## src/sv/acsq_pkg.sv

```systemverilog
// ----------------------------------------------------------------------------
// acsq_pkg
// Shared types and constants for the adc channel scan sequencer.
// ----------------------------------------------------------------------------
package acsq_pkg;

  // channel count default and field widths
  localparam int NUM_CHANNELS_DEF = 3;
  localparam int CH_W    = 2;
  localparam int SMP_W   = 12;
  localparam int TIME_W  = 32;
  localparam int ADDR_W  = 4;
  localparam int DATA_W  = 32;

  // bus error pattern for a read byte
  localparam logic [7:0] READ_ERR_BYTE = 8'hFF;

  // config register reset values
  localparam logic [7:0] WAIT_MS_RST     = 8'd2;
  localparam logic [3:0] MAX_RETRIES_RST = 4'd10;
  localparam logic [2:0] GAIN_CODE_RST   = 3'd5;
  localparam logic [2:0] RATE_CODE_RST   = 3'd4;

  // config register indexes
  typedef enum logic [1:0] {
    REG_WAIT_MS     = 2'd0,
    REG_MAX_RETRIES = 2'd1,
    REG_GAIN_CODE   = 2'd2,
    REG_RATE_CODE   = 2'd3
  } reg_idx_t;

  // result action codes
  typedef enum logic [1:0] {
    ACT_NONE    = 2'd0,
    ACT_START   = 2'd1,
    ACT_REQUEST = 2'd2,
    ACT_RETRY   = 2'd3
  } action_t;

  // scan phases, one-hot
  typedef enum logic [4:0] {
    PH_INIT        = 5'b00001,
    PH_SAMPLE_NEXT = 5'b00010,
    PH_WAIT        = 5'b00100,
    PH_READ_RESULT = 5'b01000,
    PH_STORE       = 5'b10000
  } phase_t;

  // configuration register set
  typedef struct packed {
    logic [7:0] wait_ms;
    logic [3:0] max_retries;
    logic [2:0] gain_code;
    logic [2:0] rate_code;
  } cfg_t;

  // one input item
  typedef struct packed {
    logic              bus_done;
    logic [7:0]        read_high;
    logic [7:0]        read_low;
    logic [TIME_W-1:0] now_ms;
    logic [CH_W-1:0]   query_channel;
  } in_item_t;

  // one result item
  typedef struct packed {
    action_t                  action;
    logic [CH_W-1:0]          conv_channel;
    logic [7:0]               cfg_high;
    logic [7:0]               cfg_low;
    logic                     stored_valid;
    logic [CH_W-1:0]          stored_channel;
    logic signed [SMP_W-1:0]  stored_value;
    logic                     fault;
    logic signed [SMP_W-1:0]  query_value;
  } out_item_t;

endpackage

```

## src/sv/acsq_if.sv

```systemverilog
// ----------------------------------------------------------------------------
// acsq channel interfaces
// Valid/ready channels for input items and result items.
// ----------------------------------------------------------------------------
interface acsq_in_if;
  logic                             valid;
  logic                             ready;
  logic                             bus_done;
  logic [7:0]                       read_high;
  logic [7:0]                       read_low;
  logic [acsq_pkg::TIME_W-1:0]      now_ms;
  logic [acsq_pkg::CH_W-1:0]        query_channel;

  modport source (output valid, bus_done, read_high, read_low, now_ms, query_channel,
                  input ready);
  modport sink   (input valid, bus_done, read_high, read_low, now_ms, query_channel,
                  output ready);
endinterface

interface acsq_out_if;
  logic                             valid;
  logic                             ready;
  logic [1:0]                       action;
  logic [acsq_pkg::CH_W-1:0]        conv_channel;
  logic [7:0]                       cfg_high;
  logic [7:0]                       cfg_low;
  logic                             stored_valid;
  logic [acsq_pkg::CH_W-1:0]        stored_channel;
  logic signed [acsq_pkg::SMP_W-1:0] stored_value;
  logic                             fault;
  logic signed [acsq_pkg::SMP_W-1:0] query_value;

  modport source (output valid, action, conv_channel, cfg_high, cfg_low, stored_valid,
                  stored_channel, stored_value, fault, query_value,
                  input ready);
  modport sink   (input valid, action, conv_channel, cfg_high, cfg_low, stored_valid,
                  stored_channel, stored_value, fault, query_value,
                  output ready);
endinterface

```

## src/sv/adc_channel_scan_sequencer_top.sv

```systemverilog
// ----------------------------------------------------------------------------
// adc_channel_scan_sequencer_top
// Round-robin scan sequencer for an external 12-bit ADC.
// ----------------------------------------------------------------------------
//  port group   dir   role
//  in_ch        in    update item: bus state, read bytes, time, query
//  out_ch       out   result item: action, config bytes, stored sample, fault
//  psel..pready cfg   register access, 4 registers at byte address 4*i
//
//  An item is held in the input register, is evaluated, and its result is
//  loaded into the output register. One item per cycle sustained while the
//  output is not stalled; the scan state updates as the item leaves the input
//  register, so the next item sees it right away.
//  A stalled output holds its result; the input register still takes one item.
//  Synchronous active-low reset clears state, config and the sample store.
// ----------------------------------------------------------------------------
module adc_channel_scan_sequencer_top #(
  parameter int NUM_CHANNELS = acsq_pkg::NUM_CHANNELS_DEF
) (
  input  logic                        clk,
  input  logic                        rst_n,
  acsq_in_if.sink                     in_ch,
  acsq_out_if.source                  out_ch,
  input  logic                        psel,
  input  logic                        penable,
  input  logic                        pwrite,
  input  logic [acsq_pkg::ADDR_W-1:0] paddr,
  input  logic [acsq_pkg::DATA_W-1:0] pwdata,
  output logic [acsq_pkg::DATA_W-1:0] prdata,
  output logic                        pready
);

  acsq_pkg::cfg_t      cfg;
  acsq_pkg::in_item_t  in_item_r;
  acsq_pkg::out_item_t res;
  acsq_pkg::out_item_t out_item_r;
  logic                in_valid_r;
  logic                out_valid_r;
  logic                adv;
  logic                fire;

  // pipeline flow
  assign adv         = !out_valid_r || out_ch.ready;
  assign fire        = in_valid_r && adv;
  assign in_ch.ready = !in_valid_r || adv;

  // configuration registers
  acsq_cfg u_cfg (
    .clk     (clk),
    .rst_n   (rst_n),
    .psel    (psel),
    .penable (penable),
    .pwrite  (pwrite),
    .paddr   (paddr),
    .pwdata  (pwdata),
    .prdata  (prdata),
    .pready  (pready),
    .cfg     (cfg)
  );

  // input register
  always_ff @(posedge clk) begin
    if (!rst_n) begin
      in_valid_r <= 1'b0;
    end else if (in_ch.ready) begin
      in_valid_r <= in_ch.valid;
    end
  end

  always_ff @(posedge clk) begin
    if (in_ch.valid && in_ch.ready) begin
      in_item_r.bus_done      <= in_ch.bus_done;
      in_item_r.read_high     <= in_ch.read_high;
      in_item_r.read_low      <= in_ch.read_low;
      in_item_r.now_ms        <= in_ch.now_ms;
      in_item_r.query_channel <= in_ch.query_channel;
    end
  end

  // scan logic
  acsq_core #(
    .NUM_CHANNELS (NUM_CHANNELS)
  ) u_core (
    .clk   (clk),
    .rst_n (rst_n),
    .fire  (fire),
    .item  (in_item_r),
    .cfg   (cfg),
    .res   (res)
  );

  // output register
  always_ff @(posedge clk) begin
    if (!rst_n) begin
      out_valid_r <= 1'b0;
    end else if (adv) begin
      out_valid_r <= in_valid_r;
    end
  end

  always_ff @(posedge clk) begin
    if (fire) out_item_r <= res;
  end

  assign out_ch.valid          = out_valid_r;
  assign out_ch.action         = out_item_r.action;
  assign out_ch.conv_channel   = out_item_r.conv_channel;
  assign out_ch.cfg_high       = out_item_r.cfg_high;
  assign out_ch.cfg_low        = out_item_r.cfg_low;
  assign out_ch.stored_valid   = out_item_r.stored_valid;
  assign out_ch.stored_channel = out_item_r.stored_channel;
  assign out_ch.stored_value   = out_item_r.stored_value;
  assign out_ch.fault          = out_item_r.fault;
  assign out_ch.query_value    = out_item_r.query_value;

endmodule

```

## src/sv/acsq_cfg.sv

```systemverilog
// ----------------------------------------------------------------------------
// acsq_cfg
// APB-style configuration registers with read back.
// ----------------------------------------------------------------------------
module acsq_cfg (
  input  logic                        clk,
  input  logic                        rst_n,
  input  logic                        psel,
  input  logic                        penable,
  input  logic                        pwrite,
  input  logic [acsq_pkg::ADDR_W-1:0] paddr,
  input  logic [acsq_pkg::DATA_W-1:0] pwdata,
  output logic [acsq_pkg::DATA_W-1:0] prdata,
  output logic                        pready,
  output acsq_pkg::cfg_t              cfg
);

  acsq_pkg::cfg_t     cfg_r;
  acsq_pkg::reg_idx_t idx;
  logic               wr_en;

  assign idx    = acsq_pkg::reg_idx_t'(paddr[3:2]);
  assign wr_en  = psel && penable && pwrite;
  assign pready = 1'b1;
  assign cfg    = cfg_r;

  // register writes
  always_ff @(posedge clk) begin
    if (!rst_n) begin
      cfg_r.wait_ms     <= acsq_pkg::WAIT_MS_RST;
      cfg_r.max_retries <= acsq_pkg::MAX_RETRIES_RST;
      cfg_r.gain_code   <= acsq_pkg::GAIN_CODE_RST;
      cfg_r.rate_code   <= acsq_pkg::RATE_CODE_RST;
    end else if (wr_en) begin
      unique case (idx)
        acsq_pkg::REG_WAIT_MS:     cfg_r.wait_ms     <= pwdata[7:0];
        acsq_pkg::REG_MAX_RETRIES: cfg_r.max_retries <= pwdata[3:0];
        acsq_pkg::REG_GAIN_CODE:   cfg_r.gain_code   <= pwdata[2:0];
        acsq_pkg::REG_RATE_CODE:   cfg_r.rate_code   <= pwdata[2:0];
        default: ;
      endcase
    end
  end

  // read back
  always_comb begin
    prdata = '0;
    unique case (idx)
      acsq_pkg::REG_WAIT_MS:     prdata[7:0] = cfg_r.wait_ms;
      acsq_pkg::REG_MAX_RETRIES: prdata[3:0] = cfg_r.max_retries;
      acsq_pkg::REG_GAIN_CODE:   prdata[2:0] = cfg_r.gain_code;
      acsq_pkg::REG_RATE_CODE:   prdata[2:0] = cfg_r.rate_code;
      default: prdata = '0;
    endcase
  end

endmodule

```

## src/sv/acsq_core.sv

```systemverilog
// ----------------------------------------------------------------------------
// acsq_core
// Scan state machine, retry counter and sample store; one item per fire.
// ----------------------------------------------------------------------------
module acsq_core #(
  parameter int NUM_CHANNELS = acsq_pkg::NUM_CHANNELS_DEF
) (
  input  logic                 clk,
  input  logic                 rst_n,
  input  logic                 fire,
  input  acsq_pkg::in_item_t   item,
  input  acsq_pkg::cfg_t       cfg,
  output acsq_pkg::out_item_t  res
);

  localparam logic [acsq_pkg::CH_W-1:0] LAST_CH = acsq_pkg::CH_W'(NUM_CHANNELS - 1);

  acsq_pkg::phase_t                phase_r, phase_nxt;
  logic [acsq_pkg::CH_W-1:0]       scan_ch_r, scan_ch_nxt;
  logic [3:0]                      err_cnt_r, err_cnt_nxt;
  logic [acsq_pkg::TIME_W-1:0]     wait_start_r, wait_start_nxt;
  logic signed [acsq_pkg::SMP_W-1:0] store_r [NUM_CHANNELS];

  logic                            read_err;
  logic [acsq_pkg::TIME_W-1:0]     elapsed;
  logic                            wait_over;
  logic signed [acsq_pkg::SMP_W-1:0] sample;
  logic                            store_en;
  logic signed [acsq_pkg::SMP_W-1:0] query_val;

  assign read_err  = (item.read_high == acsq_pkg::READ_ERR_BYTE) &&
                     (item.read_low  == acsq_pkg::READ_ERR_BYTE);
  assign elapsed   = item.now_ms - wait_start_r;
  assign wait_over = elapsed > {{(acsq_pkg::TIME_W-8){1'b0}}, cfg.wait_ms};
  assign sample    = {item.read_high, item.read_low[7:4]};

  // step logic
  always_comb begin
    phase_nxt      = phase_r;
    scan_ch_nxt    = scan_ch_r;
    err_cnt_nxt    = err_cnt_r;
    wait_start_nxt = wait_start_r;
    store_en       = 1'b0;
    res            = '0;
    res.action     = acsq_pkg::ACT_NONE;
    if (item.bus_done) begin
      if (read_err) begin
        if (err_cnt_r < cfg.max_retries) begin
          res.action  = acsq_pkg::ACT_RETRY;
          err_cnt_nxt = err_cnt_r + 4'd1;
        end else begin
          res.fault = 1'b1;
        end
      end else begin
        err_cnt_nxt = '0;
        unique case (phase_r)
          acsq_pkg::PH_SAMPLE_NEXT: begin
            res.action       = acsq_pkg::ACT_START;
            res.conv_channel = scan_ch_r;
            res.cfg_high     = {1'b1, 3'(scan_ch_r) + 3'd1, cfg.gain_code, 1'b1};
            res.cfg_low      = {cfg.rate_code, 5'b00011};
            wait_start_nxt   = item.now_ms;
            phase_nxt        = acsq_pkg::PH_WAIT;
          end
          acsq_pkg::PH_WAIT: begin
            if (wait_over) phase_nxt = acsq_pkg::PH_READ_RESULT;
          end
          acsq_pkg::PH_READ_RESULT: begin
            res.action = acsq_pkg::ACT_REQUEST;
            phase_nxt  = acsq_pkg::PH_STORE;
          end
          acsq_pkg::PH_STORE: begin
            res.stored_valid   = 1'b1;
            res.stored_channel = scan_ch_r;
            res.stored_value   = sample;
            store_en           = 1'b1;
            scan_ch_nxt        = (scan_ch_r == LAST_CH) ? '0 : scan_ch_r + 1'b1;
            phase_nxt          = acsq_pkg::PH_SAMPLE_NEXT;
          end
          default: begin
            scan_ch_nxt = '0;
            phase_nxt   = acsq_pkg::PH_SAMPLE_NEXT;
          end
        endcase
      end
    end
    res.query_value = query_val;
  end

  // stored sample lookup, showing this item's write
  always_comb begin
    query_val = '0;
    for (int i = 0; i < NUM_CHANNELS; i++) begin
      if (item.query_channel == acsq_pkg::CH_W'(i)) begin
        if (store_en && scan_ch_r == acsq_pkg::CH_W'(i)) query_val = sample;
        else                                               query_val = store_r[i];
      end
    end
  end

  // control state
  always_ff @(posedge clk) begin
    if (!rst_n) begin
      phase_r      <= acsq_pkg::PH_INIT;
      scan_ch_r    <= '0;
      err_cnt_r    <= '0;
      wait_start_r <= '0;
    end else if (fire) begin
      phase_r      <= phase_nxt;
      scan_ch_r    <= scan_ch_nxt;
      err_cnt_r    <= err_cnt_nxt;
      wait_start_r <= wait_start_nxt;
    end
  end

  // sample store, cleared by reset
  always_ff @(posedge clk) begin
    for (int i = 0; i < NUM_CHANNELS; i++) begin
      if (!rst_n) begin
        store_r[i] <= '0;
      end else if (fire && store_en && scan_ch_r == acsq_pkg::CH_W'(i)) begin
        store_r[i] <= sample;
      end
    end
  end

endmodule

```

## src/flat_wrapper.sv

```systemverilog
// flat-port wrapper written by rule: the top's interface ports become plain ports
module adc_channel_scan_sequencer_top_flat 
#(
  parameter int NUM_CHANNELS = acsq_pkg::NUM_CHANNELS_DEF
)
  (clk, rst_n, psel, penable, pwrite, paddr, pwdata, prdata, pready, in_ch_valid, in_ch_bus_done, in_ch_read_high, in_ch_read_low, in_ch_now_ms, in_ch_query_channel, in_ch_ready, out_ch_valid, out_ch_action, out_ch_conv_channel, out_ch_cfg_high, out_ch_cfg_low, out_ch_stored_valid, out_ch_stored_channel, out_ch_stored_value, out_ch_fault, out_ch_query_value, out_ch_ready);
  acsq_in_if in_ch_i ();
  acsq_out_if out_ch_i ();
  input  logic clk;
  input  logic rst_n;
  input  logic psel;
  input  logic penable;
  input  logic pwrite;
  input  logic [acsq_pkg::ADDR_W-1:0] paddr;
  input  logic [acsq_pkg::DATA_W-1:0] pwdata;
  output logic [acsq_pkg::DATA_W-1:0] prdata;
  output logic pready;
  input wire logic [$bits(in_ch_i.valid)-1:0] in_ch_valid;
  input wire logic [$bits(in_ch_i.bus_done)-1:0] in_ch_bus_done;
  input wire logic [$bits(in_ch_i.read_high)-1:0] in_ch_read_high;
  input wire logic [$bits(in_ch_i.read_low)-1:0] in_ch_read_low;
  input wire logic [$bits(in_ch_i.now_ms)-1:0] in_ch_now_ms;
  input wire logic [$bits(in_ch_i.query_channel)-1:0] in_ch_query_channel;
  output wire logic [$bits(in_ch_i.ready)-1:0] in_ch_ready;
  output wire logic [$bits(out_ch_i.valid)-1:0] out_ch_valid;
  output wire logic [$bits(out_ch_i.action)-1:0] out_ch_action;
  output wire logic [$bits(out_ch_i.conv_channel)-1:0] out_ch_conv_channel;
  output wire logic [$bits(out_ch_i.cfg_high)-1:0] out_ch_cfg_high;
  output wire logic [$bits(out_ch_i.cfg_low)-1:0] out_ch_cfg_low;
  output wire logic [$bits(out_ch_i.stored_valid)-1:0] out_ch_stored_valid;
  output wire logic [$bits(out_ch_i.stored_channel)-1:0] out_ch_stored_channel;
  output wire logic [$bits(out_ch_i.stored_value)-1:0] out_ch_stored_value;
  output wire logic [$bits(out_ch_i.fault)-1:0] out_ch_fault;
  output wire logic [$bits(out_ch_i.query_value)-1:0] out_ch_query_value;
  input wire logic [$bits(out_ch_i.ready)-1:0] out_ch_ready;
  assign in_ch_i.valid = in_ch_valid;
  assign in_ch_i.bus_done = in_ch_bus_done;
  assign in_ch_i.read_high = in_ch_read_high;
  assign in_ch_i.read_low = in_ch_read_low;
  assign in_ch_i.now_ms = in_ch_now_ms;
  assign in_ch_i.query_channel = in_ch_query_channel;
  assign in_ch_ready = in_ch_i.ready;
  assign out_ch_valid = out_ch_i.valid;
  assign out_ch_action = out_ch_i.action;
  assign out_ch_conv_channel = out_ch_i.conv_channel;
  assign out_ch_cfg_high = out_ch_i.cfg_high;
  assign out_ch_cfg_low = out_ch_i.cfg_low;
  assign out_ch_stored_valid = out_ch_i.stored_valid;
  assign out_ch_stored_channel = out_ch_i.stored_channel;
  assign out_ch_stored_value = out_ch_i.stored_value;
  assign out_ch_fault = out_ch_i.fault;
  assign out_ch_query_value = out_ch_i.query_value;
  assign out_ch_i.ready = out_ch_ready;
  adc_channel_scan_sequencer_top #(.NUM_CHANNELS(NUM_CHANNELS)) u_core (.clk(clk), .rst_n(rst_n), .in_ch(in_ch_i), .out_ch(out_ch_i), .psel(psel), .penable(penable), .pwrite(pwrite), .paddr(paddr), .pwdata(pwdata), .prdata(prdata), .pready(pready));
endmodule
```

## config.mk

```make
export PLATFORM = sky130hd
export DESIGN_NAME = adc_channel_scan_sequencer_top_flat
export DESIGN_NICKNAME = d
export VERILOG_FILES = /design/src/sv/acsq_pkg.sv /design/src/sv/acsq_if.sv /design/src/sv/adc_channel_scan_sequencer_top.sv /design/src/sv/acsq_cfg.sv /design/src/sv/acsq_core.sv /design/src/flat_wrapper.sv
export SDC_FILE = /design/constraint.sdc
export NUM_CORES = 1
export LEC_CHECK = 0
export ABC_AREA = 1
export BUFFER_PORTS_ARGS = -buffer_cell sky130_fd_sc_hd__buf_2
export CAP_MARGIN = 15
export CORE_MARGIN = 2
export CORE_UTILIZATION = 25
export CTS_BUF_LIST = sky130_fd_sc_hd__clkbuf_4 sky130_fd_sc_hd__clkbuf_8 sky130_fd_sc_hd__clkbuf_16
export CTS_CLUSTER_SIZE = 16
export DETAILED_ROUTE_END_ITERATION = 12
export RECOVER_POWER = 25
export SETUP_SLACK_MARGIN = 0.4
export SYNTH_ARGS = -nofsm -noshare
export SYNTH_HDL_FRONTEND = slang
export SYNTH_SLANG_ARGS = --single-unit
```

## constraint.sdc

```tcl
create_clock -name clk -period 5.5 [get_ports clk]
set_input_delay 1.1 -clock clk [delete_from_list [all_inputs] [get_ports clk]]
set_output_delay 1.1 -clock clk [all_outputs]
set_load 0.05 [all_outputs]
```

==> impl_metrics.tcl <==
set metrics [dict create \
    finalNetCount 1550 \
    row_count 74 \
    hpwl_um 18700 \
    relSlewSlack_pct -62.4 \
    hold_slack_ns 0.460 \
    grt_setup_unrepaired "false" \
    wl_um 24800 \
    setup_violations 0 \
    antenna_found_initial 0 \
    finalHoldViolations 0 \
    nFillCells 4372 \
    worst-setup-path-type "in2reg" \
    ys.flop_type "edfxtp_1" \
    postCtsHoldBufs 0 \
    synth.ff_latch_count 192 \
    die_w_um 208 \
    grt_pass1_vias 8000 \
    n_antenna_cell 0 \
    first_pass_iters 5 \
    grt_first_pass_wirelength_um 41100 \
    grt_usage_pct 11.8 \
    p_per_area_nw_per_um2 272 \
    timing.final.crit_share_pct 72.0 \
    clk_path_buf_depth 2 \
    clock_latency_ns 0.46 \
    place.gp.congestion 0.809 \
    cts_root_buf "clkbuf_16" \
    htree_levels 4 \
    synth_top_area_cell "edfxtp_1" \
    grt_max_degree 63 \
    peakVddDrop_v 0.000188 \
    drtIter0Drc 496 \
    cts.reportedPaths.clkPinSlew_ns 0.08 \
    synth_warnings 0 \
    violations "max-capacitance violations, max-slew violations" \
    cp.required_ns 5.86 \
    fin_tns_setup_ns 0 \
    endpoint_kind "register" \
    report.power.total_mw 3.29 \
    area_delta_synth_final_pct 15.6 \
    fin_skew_ns 0.0134 \
    core_sq_um 41000 \
    port_buffers 122 \
    cts_buffers 17 \
    cts_setup_buffers 0 \
    postCtsResizedCells 0 \
    async_flop_share_pct 0 \
    yosys-top-cells-area "edfxtp_1 (37%), dfxtp_1 (12%), nand2_1 (12%)" \
    cap_viol_max_count 2 \
    hp-class "reg2reg" \
    period_needed_ns 3.96 \
    wl_per_cell_um 12.7 \
    multi_input_area_sq_um 4230 \
    place_inst 1920 \
    syn_area_per_cell_sq_um 8.09 \
    synth_cell_type_count 43 \
    die_y_um 208 \
    drc 0 \
    start_util_pct 25.5 \
    syn-cell-area_sq_um 10400 \
    tightest_slew_ns 2.44 \
    io_pins 177 \
    worstSetupStartpointType "input pin" \
    cts_tree "done" \
    syn_inst 1291 \
    cts_sinks 192 \
    vias 8353 \
    critPathMaxFanout 60 \
    slew_viol_final 104 \
    layoutNonFillerInstCount 1952 \
    die_area_sq_um 43400 \
    leakagePower_nw 5.41 \
    ys_seq_area_share_pct 49.2 \
    regArea_sq_um 5130 \
    synth_edf_count 129 \
    crit_arrival_ns 4.32 \
    synth_top_area_share_pct 37.1 \
    overflow 0 \
    fmax_mhz 253 \
    drive_gt1_share_pct 11.3 \
    status "complete, but fails checks" \
    vias_per_cell 4.28 \
    antenna_left 0 \
]
## sequential cells by signal, summed over array words and instances (netlist names), 5 cells and up
name / cells
u_core.u_core.store_r: 36
u_core.out_ch.stored_value: 12
u_core.out_ch.query_value: 12
u_core.in_item_r: 51
u_core.u_core.phase_r: 5
u_core.out_ch.cfg_high: 7
u_core.u_cfg.cfg: 18
u_core.u_core.wait_start_r: 32
## cell usage in the layout (no fill, tap or decap), drive strengths merged, types with 3 or more instances in the layout
cell type | synthesis | routed
nand2 | 337 | 337
and2 | 3 | 3
dfxtp | 63 | 63
a21boi | 3 | 3
a21o | 3 | 3
clkinvlp | 0 | 3
buf | 45 | 119
o21ai | 63 | 63
nor2 | 152 | 152
conb | 2 | 28
xnor2 | 3 | 3
nand4 | 9 | 9
o22ai | 3 | 3
nand3 | 51 | 51
o211ai | 32 | 32
clkbuf | 13 | 27
edfxtp | 129 | 129
ha | 48 | 48
a21oi | 84 | 84
xor2 | 9 | 9
nor3 | 9 | 9
nand3b | 4 | 4
inv | 213 | 219
clkinv | 1 | 7
## stage by stage
stage	worst slack [ns]	util (%)	area [sq um]
5_1_grt	1.05	29.4	12100
3_5_place_dp	2.05	28.1	11500
6_report	1.54	29.4	12100
4_1_cts	2.02	29.5	12100
2_1_floorplan	1.97	-	10500
3_3_place_gp	2.08	28.1	11500
## report_power, final
part,internal (mW),switching [mW]
registers,1.59,0.0204
clock network,0.607,0.635
logic,0.117,0.317
## cell usage after synthesis (all sizes together) (4+ instances only)
master / number
o211ai: 32
clkbuf: 13
nor3: 9
nand2: 337
o21ai: 63
dfxtp: 63
ha: 48
a21oi: 84
nand3b: 4
xor2: 9
inv: 213
nand3: 51
nor2: 152
nand4: 9
buf: 45
edfxtp: 129
## layout make-up
class / instances / share of cell area, %
Clock buffer: 17 / 3.52
Multi-Input combinational cell: 853 / 35.0
Sequential cell: 192 / 42.5
Clock inverter: 15 / 1.35
Timing Repair Buffer: 129 / 5.37
Tap cell: 532 / 5.51
Inverter: 214 / 6.70
## critical path, stage by stage
cell	delay (ns)
clkbuf_1	1.66
clkinv_1	1.09
a211oi_1	0.45
## routing by layer
metal | vias to the layer above | share of wire [%] | track usage, %
li1 | 4342 | - | -
met1 | 3813 | 46 | 15.2
met2 | 177 | 48 | 20.2
met3 | 21 | 4.5 | 2.16
met4 | 0 | 1.3 | 3.67
met5 | - | 0 | 0
## worst paths after layout
| kind | start | end | slack, ns | cells after the start |
|---|---|---|---|---|
| setup / recovery | rst_n | u_core.u_core.err_cnt_r[0] | 1.54 | 3 |
| hold / removal | u_core.u_core.wait_start_r[19] | u_core.u_core.wait_start_r[19] | 0.46 | 2 |
| setup reg to reg | u_core.in_item_r[4] | u_core.u_core.phase_r[4] | 2.06 | 20 |
| hold reg to reg | u_core.u_core.wait_start_r[19] | u_core.u_core.wait_start_r[19] | 0.46 | 2 |
## logic make-up (layout without fill, tap and decap cells)
| group | count (synthesis) | count (layout) | synth area share [%] |
|---|---|---|---|
| AO/OA/AOI/OAI | 192 | 192 | 10.3 |
| XOR/XNOR | 12 | 12 | 1.01 |
| adder cells (fa/ha/maj) | 49 | 49 | 5.94 |
| buffers and inverters | 272 | 375 | 11.2 |
| flip-flops | 192 | 192 | 49.2 |
| other | 2 | 28 | 0.0719 |
| AND/OR/NAND/NOR | 572 | 572 | 22.4 |
Note: power is estimated with default switching activity, not from simulation.
